`config.mk`:
```
export PLATFORM = sky130hd
export DESIGN_NAME = serpentine_grid_cell_index_core
export DESIGN_NICKNAME = d
export VERILOG_FILES = /design/src/sv/sgci_pkg.sv /design/src/sv/serpentine_grid_cell_index_core.sv /design/src/sv/sgci_cfg.sv /design/src/sv/sgci_div.sv /design/src/sv/sgci_map.sv
export SDC_FILE = /design/constraint.sdc
export NUM_CORES = 1
export LEC_CHECK = 0
export BUFFER_PORTS_ARGS = -buffer_cell sky130_fd_sc_hd__buf_2
export CAP_MARGIN = 15
export CORE_MARGIN = 2
export CORE_UTILIZATION = 50
export DETAILED_ROUTE_END_ITERATION = 16
export PLACE_DENSITY_LB_ADDON = 0.2
export SYNTH_ARGS = -nofsm -noshare
export SYNTH_HDL_FRONTEND = slang
export SYNTH_SLANG_ARGS = --single-unit
```
`constraint.sdc`:
```
create_clock -name clk -period 21.3 [get_ports clk]
set_input_delay 4.26 -clock clk [delete_from_list [all_inputs] [get_ports clk]]
set_output_delay 4.26 -clock clk [all_outputs]
set_load 0.05 [all_outputs]
```
`src/sv/sgci_pkg.sv`:
```
// ----------------------------------------------------------------------------
// sgci_pkg
// types, constants and helpers shared by the serpentine grid index pipeline
// ----------------------------------------------------------------------------
package sgci_pkg;

	localparam int MAX_DIM   = 255;
	localparam int DIM_W     = 8;
	localparam int STEP_W    = 16;
	localparam int CELL_W    = 16;
	localparam int CFG_IDX_W = 1;
	localparam int Q_W       = DIM_W;
	localparam int STAGES    = 5;

	localparam logic [CFG_IDX_W-1:0] REG_ROW_COUNT = 1'b0;
	localparam logic [CFG_IDX_W-1:0] REG_COL_COUNT = 1'b1;

	typedef enum logic [1:0] {
		CORNER_TL = 2'd0,
		CORNER_TR = 2'd1,
		CORNER_BR = 2'd2,
		CORNER_BL = 2'd3
	} corner_t;

	typedef struct packed {
		corner_t            start_corner;
		logic               column_wise;
		logic [STEP_W-1:0]  step_count;
	} req_t;

	typedef struct packed {
		logic [CELL_W-1:0]  cell_number;
		logic               step_invalid;
	} rsp_t;

	typedef struct packed {
		logic [DIM_W-1:0]   row_count;
		logic [DIM_W-1:0]   col_count;
		logic [CELL_W-1:0]  total;
	} cfg_t;

	typedef struct packed {
		logic [STAGES-1:0]  en;
	} pipe_ctl_t;

	typedef struct packed {
		corner_t            corner;
		logic               column_wise;
		logic               zero;
		logic [STEP_W-1:0]  k;
	} s1_t;

	typedef struct packed {
		corner_t            corner;
		logic               column_wise;
		logic               invalid;
		logic [DIM_W-1:0]   len;
		logic [STEP_W-1:0]  rem;
		logic [Q_W-1:0]     q;
	} div_t;

	typedef struct packed {
		logic               invalid;
		logic [DIM_W-1:0]   r;
		logic [DIM_W-1:0]   c;
	} pos_t;

	typedef struct packed {
		logic               qbit;
		logic [STEP_W-1:0]  rem;
	} div_res_t;

	// one restoring step: try to take len << sh off the partial remainder
	function automatic div_res_t div_step(logic [STEP_W-1:0] rem, logic [DIM_W-1:0] len,
		int unsigned sh);
		logic [STEP_W-1:0] d;
		div_res_t          res;
		d        = {{(STEP_W-DIM_W){1'b0}}, len} << sh;
		res.qbit = (rem >= d);
		res.rem  = res.qbit ? (rem - d) : rem;
		return res;
	endfunction

	// written dimension saturates at the largest supported size
	function automatic logic [DIM_W-1:0] clamp_dim(logic [DIM_W-1:0] v);
		logic [DIM_W-1:0] m;
		m = v;
		if (int'(v) > MAX_DIM) begin
			m = DIM_W'(MAX_DIM);
		end
		return m;
	endfunction

endpackage

```
`src/sv/serpentine_grid_cell_index_core.sv`:
```
// ----------------------------------------------------------------------------
// serpentine_grid_cell_index_core
// maps a serpentine walk position on a configured grid to a row-major cell
// ----------------------------------------------------------------------------
// usage:
//   cfg_we/cfg_addr/cfg_wdata write row count (index 0) or column count
//   (index 1); write only while no word is in flight.
//   req carries start corner, walk direction and 1-based step; rsp returns
//   the cell number and an invalid flag (step zero or past the grid).
//   both channels are valid/ready; one word is taken per cycle while req_ready is high.
// pipeline: from request accept to response valid a word passes the
//   capture stage (loaded at the accepting edge), two divider stages
//   (4 quotient bits each), the mapping stage and the multiply stage.
// throughput: one word per cycle, sustained while rsp_ready stays high.
// reset: all stage valids clear, grid returns to 1 x 1.
// stall: each stage holds while the next one is full and stalled, so
//   empty stages keep filling; req_ready drops only when all are full.
// ----------------------------------------------------------------------------
module serpentine_grid_cell_index_core
	import sgci_pkg::*;
(
	input  logic                 clk,
	input  logic                 arst_n,
	input  logic                 cfg_we,
	input  logic [CFG_IDX_W-1:0] cfg_addr,
	input  logic [DIM_W-1:0]     cfg_wdata,
	input  logic                 req_valid,
	output logic                 req_ready,
	input  req_t                 req,
	output logic                 rsp_valid,
	input  logic                 rsp_ready,
	output rsp_t                 rsp
);

	cfg_t              cfg;
	pipe_ctl_t         ctl;
	div_t              div_s3;
	logic [STAGES-1:0] valid_q;

	always_comb begin
		ctl.en[STAGES-1] = !valid_q[STAGES-1] || rsp_ready;
		for (int i = STAGES - 2; i >= 0; i--) begin
			ctl.en[i] = !valid_q[i] || ctl.en[i+1];
		end
	end

	always_ff @(posedge clk or negedge arst_n) begin
		if (!arst_n) begin
			valid_q <= '0;
		end else begin
			if (ctl.en[0]) begin
				valid_q[0] <= req_valid;
			end
			for (int i = 1; i < STAGES; i++) begin
				if (ctl.en[i]) begin
					valid_q[i] <= valid_q[i-1];
				end
			end
		end
	end

	sgci_cfg u_cfg (
		.clk       (clk),
		.arst_n    (arst_n),
		.cfg_we    (cfg_we),
		.cfg_addr  (cfg_addr),
		.cfg_wdata (cfg_wdata),
		.cfg       (cfg)
	);

	sgci_div u_div (
		.clk    (clk),
		.req    (req),
		.cfg    (cfg),
		.ctl    (ctl),
		.div_s3 (div_s3)
	);

	sgci_map u_map (
		.clk    (clk),
		.div_s3 (div_s3),
		.cfg    (cfg),
		.ctl    (ctl),
		.rsp    (rsp)
	);

	assign req_ready = ctl.en[0];
	assign rsp_valid = valid_q[STAGES-1];

endmodule

```
`src/sv/sgci_cfg.sv`:
```
// ----------------------------------------------------------------------------
// sgci_cfg
// grid size registers and the registered cell total
// ----------------------------------------------------------------------------
module sgci_cfg
	import sgci_pkg::*;
(
	input  logic                 clk,
	input  logic                 arst_n,
	input  logic                 cfg_we,
	input  logic [CFG_IDX_W-1:0] cfg_addr,
	input  logic [DIM_W-1:0]     cfg_wdata,
	output cfg_t                 cfg
);

	logic [DIM_W-1:0]  row_q;
	logic [DIM_W-1:0]  col_q;
	logic [CELL_W-1:0] total_q;

	always_ff @(posedge clk or negedge arst_n) begin
		if (!arst_n) begin
			row_q <= DIM_W'(1);
			col_q <= DIM_W'(1);
		end else if (cfg_we) begin
			case (cfg_addr)
				REG_ROW_COUNT: row_q <= clamp_dim(cfg_wdata);
				REG_COL_COUNT: col_q <= clamp_dim(cfg_wdata);
				default: ;
			endcase
		end
	end

	// total follows the size registers in the next cycle; it is first read one stage after accept
	always_ff @(posedge clk or negedge arst_n) begin
		if (!arst_n) begin
			total_q <= CELL_W'(1);
		end else begin
			total_q <= CELL_W'(row_q * col_q);
		end
	end

	assign cfg.row_count = row_q;
	assign cfg.col_count = col_q;
	assign cfg.total     = total_q;

endmodule

```
`src/sv/sgci_div.sv`:
```
// ----------------------------------------------------------------------------
// sgci_div
// input capture, range check and two-stage radix-2 divide by line length
// ----------------------------------------------------------------------------
module sgci_div
	import sgci_pkg::*;
(
	input  logic      clk,
	input  req_t      req,
	input  cfg_t      cfg,
	input  pipe_ctl_t ctl,
	output div_t      div_s3
);

	s1_t      s1_s1;
	div_t     s2_s2;
	div_t     s3_s3;
	div_t     s2_d;
	div_t     s3_d;
	div_res_t st2;
	div_res_t st3;

	always_ff @(posedge clk) begin
		if (ctl.en[0]) begin
			s1_s1.corner      <= req.start_corner;
			s1_s1.column_wise <= req.column_wise;
			s1_s1.zero        <= (req.step_count == '0);
			s1_s1.k           <= req.step_count - STEP_W'(1);
		end
	end

	// upper quotient bits; the quotient stays below 256 for any valid step
	always_comb begin
		s2_d.corner      = s1_s1.corner;
		s2_d.column_wise = s1_s1.column_wise;
		s2_d.invalid     = s1_s1.zero || (s1_s1.k >= cfg.total);
		s2_d.len         = s1_s1.column_wise ? cfg.row_count : cfg.col_count;
		s2_d.rem         = s1_s1.k;
		s2_d.q           = '0;
		for (int i = Q_W - 1; i >= Q_W / 2; i--) begin
			st2           = div_step(s2_d.rem, s2_d.len, i);
			s2_d.rem      = st2.rem;
			s2_d.q[i]     = st2.qbit;
		end
	end

	always_ff @(posedge clk) begin
		if (ctl.en[1]) begin
			s2_s2 <= s2_d;
		end
	end

	always_comb begin
		s3_d = s2_s2;
		for (int i = Q_W / 2 - 1; i >= 0; i--) begin
			st3           = div_step(s3_d.rem, s3_d.len, i);
			s3_d.rem      = st3.rem;
			s3_d.q[i]     = st3.qbit;
		end
	end

	always_ff @(posedge clk) begin
		if (ctl.en[2]) begin
			s3_s3 <= s3_d;
		end
	end

	assign div_s3 = s3_s3;

endmodule

```
`src/sv/sgci_map.sv`:
```
// ----------------------------------------------------------------------------
// sgci_map
// serpentine mirror and corner mapping, then row-major cell number
// ----------------------------------------------------------------------------
module sgci_map
	import sgci_pkg::*;
(
	input  logic      clk,
	input  div_t      div_s3,
	input  cfg_t      cfg,
	input  pipe_ctl_t ctl,
	output rsp_t      rsp
);

	pos_t             pos_s4;
	pos_t             pos_d;
	rsp_t             rsp_s5;
	logic [DIM_W-1:0] line;
	logic [DIM_W-1:0] pos;
	logic [DIM_W-1:0] row_m1;
	logic [DIM_W-1:0] col_m1;
	logic             flip_r;
	logic             flip_c;
	logic [CELL_W-1:0] cell_num;

	always_comb begin
		line   = div_s3.q;
		pos    = div_s3.rem[DIM_W-1:0];
		row_m1 = cfg.row_count - DIM_W'(1);
		col_m1 = cfg.col_count - DIM_W'(1);
		flip_r = (div_s3.corner == CORNER_BR) || (div_s3.corner == CORNER_BL);
		flip_c = (div_s3.corner == CORNER_TR) || (div_s3.corner == CORNER_BR);
		// odd lines run backwards
		if (line[0]) begin
			pos = div_s3.len - DIM_W'(1) - pos;
		end
		pos_d.invalid = div_s3.invalid;
		if (!div_s3.column_wise) begin
			pos_d.r = flip_r ? (row_m1 - line) : line;
			pos_d.c = flip_c ? (col_m1 - pos) : pos;
		end else begin
			pos_d.c = flip_c ? (col_m1 - line) : line;
			pos_d.r = flip_r ? (row_m1 - pos) : pos;
		end
	end

	always_ff @(posedge clk) begin
		if (ctl.en[3]) begin
			pos_s4 <= pos_d;
		end
	end

	assign cell_num = CELL_W'(pos_s4.r * cfg.col_count) + CELL_W'(pos_s4.c) + CELL_W'(1);

	always_ff @(posedge clk) begin
		if (ctl.en[4]) begin
			rsp_s5.cell_number  <= pos_s4.invalid ? '0 : cell_num;
			rsp_s5.step_invalid <= pos_s4.invalid;
		end
	end

	assign rsp = rsp_s5;

endmodule

```
==> impl_metrics.json <==
{
  "required_ns": 21.50,
  "rsz0062_at_grt": "no",
  "syn2layout_area_growth_pct": 8.04,
  "drv_slew": 0,
  "syn-cell-area_um2": 15800,
  "place.gp.congestion": 0.870,
  "wire_per_inst_um": 16.9,
  "fillers": 2788,
  "rows": 65,
  "drt_iter0_drc": 772,
  "clk_latency_ns": 0.44,
  "fin_crit_sh_pct": 55.1,
  "worstReg2RegStart": "u_div.s2_s2[25]",
  "hold_viol": 0,
  "core-area_um2": 31300,
  "grt_max_degree": 38,
  "grt_pass1_vias": 11900,
  "final_antenna_net_count": 0,
  "ys_types": 69,
  "r2r_slack_ns": 9.56,
  "start_util_pct": 50.5,
  "cts_tree": "built",
  "diodes": 0,
  "finalSetupTns_ns": 0,
  "max_stage_delay_ns": 0.58,
  "post-route-min-period_ns": 11.74,
  "synth_edf_count": 114,
  "worst_slew_pin_slew_ns": 1.02,
  "dieArea_um2": 33100,
  "critical_path_arrival_ns": 11.93,
  "ys_warn_count": 0,
  "yosys_register_bits": 151,
  "path_common_cell": "o21ai_0",
  "start_kind": "register",
  "antenna_found_initial": 0,
  "synth_nets": 1975,
  "nNetsFinal": 2019,
  "hold_buffers": 0,
  "cp-end-kind": "register",
  "synth_ff_type": "edfxtp_1",
  "routed_wirelength_um": 35800,
  "numCtsBuffers": 17,
  "pre_cts_ws_ns": 9.71,
  "place_area_um2": 16500,
  "die_h_um": 182,
  "ys_seq_area_share_pct": 27.5,
  "cap_viol_max_count": 0,
  "postCtsSetupBuffers": 0,
  "maxSlewHeadroom_pct": 31.8,
  "max_freq_mhz": 85.2,
  "status": "finished clean",
  "firstDrtPassIters": 7,
  "cp_max_fo": 12,
  "worst_path_max_delay_cell": "nor2_1",
  "drive_gt1_share_pct": 9.52,
  "via_count": 11800,
  "route.detailed.drc": 0,
  "cts_sinks": 151,
  "min_path_type": "reg2reg",
  "endpoint": "u_div.div_s3[12]",
  "synth_area_per_cell_um2": 9.55,
  "grt_use_total_pct": 22.9,
  "skew_ns": 0.0119,
  "crit_type": "reg2reg",
  "syn_inst": 1655,
  "r2r_cells": 44,
  "clk_path_buf_depth": 2,
  "grt_first_pass_wirelength_um": 60800,
  "ios": 52,
  "port_buffers": 51,
  "startpoint": "u_div.s2_s2[25]",
  "async_flop_share_pct": 24.5,
  "htree_levels": 4,
  "setup_viol": 0,
  "dp_hpwl_um": 28300,
  "grt_overflow_total": 0,
  "r2r-end": "u_div.div_s3[12]",
  "cts_root_buf": "clkbuf_16",
  "worst_slack_ns": 9.56,
  "path_clk_slew_ns": 0.07,
  "cts_resized": 0,
  "die_width_um": 182,
  "stdcell_area_um2": 17100,
  "viasPerCell": 5.58,
  "hold_slack_ns": 0.421
}
==> synth_stat cells, types with 4 or more instances <==
library cell	number	share of area, %
o31ai_1	12	0.57
o211ai_1	5	0.24
xor2_1	49	2.7
mux2_2	33	2.4
nor2b_1	24	0.95
mux2_1	5	0.36
mux4_2	13	1.9
nand2b_1	31	1.2
a211oi_1	14	0.66
dfrtp_1	34	5.4
o21bai_1	13	0.62
fa_1	93	12
a31o_2	5	0.28
nor3_1	34	1.1
o21ai_0	67	2.1
clkbuf_1	34	0.81
and3_1	4	0.16
xnor2_1	63	3.5
a21oi_1	84	2.7
mux2i_1	17	1.1
a21boi_0	9	0.43
nor4_1	11	0.44
edfxtp_1	114	22
nand2_1	140	3.3
and2_1	64	2.5
or3_1	7	0.28
ha_1	194	15
or2_2	5	0.20
nand3_1	11	0.35
a211o_1	4	0.22
a21o_1	39	1.9
nand4_1	13	0.51
nor2_1	105	2.5
o21a_1	21	1.0
inv_1	228	5.4
==> layout make-up <==
cell class | count | area (µm²) | share of cell area, %
multi-input cells | 1237 | 10500 | 61.2
flip-flops and latches | 151 | 4350 | 25.5
inverters | 229 | 860 | 5.03
well taps | 402 | 503 | 2.94
clock buffers | 17 | 425 | 2.49
repair buffers | 63 | 345 | 2.02
clock inverters | 15 | 141 | 0.828
==> worst min-delay path by stage <==
stage | start | end | slack (ns) | cells past startpoint
global placement | u_div.s1_s1[18] | u_div.s2_s2[34] | 0.40 | 0
floorplan | u_div.s2_s2[32] | u_div.div_s3[32] | 0.40 | 0
finish | u_div.s2_s2[35] | u_div.div_s3[35] | 0.42 | 0
global route | u_div.s2_s2[34] | u_div.div_s3[34] | 0.43 | 0
CTS | u_div.s2_s2[33] | u_div.div_s3[33] | 0.42 | 0
detailed placement | u_div.s2_s2[33] | u_div.div_s3[33] | 0.41 | 0
==> layer usage <==
metal,vias to the layer above,wire (µm),global-route usage (%)
met5,-,0,0
met4,0,333,4.55
met3,28,1130,2.75
met2,193,17100,38.5
met1,5788,17200,32.0
li1,5780,-,-
==> cells in the final DEF, fill, tap and decap left out, types with 24 or more instances in the layout <==
cell type / Yosys / routed
dfrtp_1: 34 / 34
edfxtp_1: 114 / 114
xor2_1: 49 / 49
nand2_1: 140 / 140
mux2_2: 33 / 33
and2_1: 64 / 64
ha_1: 194 / 194
xnor2_1: 63 / 63
fa_1: 93 / 93
o21ai_0: 67 / 67
nor2_1: 105 / 105
nor2b_1: 24 / 24
a21oi_1: 84 / 84
inv_1: 228 / 228
a21o_1: 39 / 39
buf_2: 1 / 51
nand2b_1: 31 / 31
nor3_1: 34 / 34
==> critical path, delay by kind of cell (launching register included) <==
family,cells,cell delay [ns]
AOI/OAI and AO/OA,21,4.85
adders and majority gates,4,1.39
DFF,1,0.52
and+or+nand+nor,12,2.94
buffers and inverters,5,1.12
muxes,2,0.65
==> through the flow <==
stage | cells | util (%)
finish | 2114 | 54.6
detailed placement | 2082 | 52.7
CTS | 2114 | 54.6
global route | 2114 | 54.6
floorplan | 1655 | -
global placement | 2082 | 52.7
==> cell families (layout without fill, tap and decap cells) <==
group           after synthesis  in the layout  share of synthesized area [%]
simple gates                468            468                           14.8
compound gates              302            302                           12.3
fa+ha+maj                   287            287                           27.1
xor+xnor                    112            112                           6.20
mux                          68             68                           5.63
buf+inv                     267            324                           6.35
flops                       151            151                           27.5
==> registers in the layout, indices dropped and copies added (netlist names) <==
register and flops:
u_cfg.col_q 8, u_cfg.row_q 8, u_cfg.total_q 16, u_div.div_s3 28, u_div.s1_s1 20, u_div.s2_s2 32, u_map.pos_s4 17, u_map.rsp 17
valid_q 5
Power is left out: the tool's default activity adds up to more than one toggle a clock period on the data nets, which glitch-free logic cannot reach.
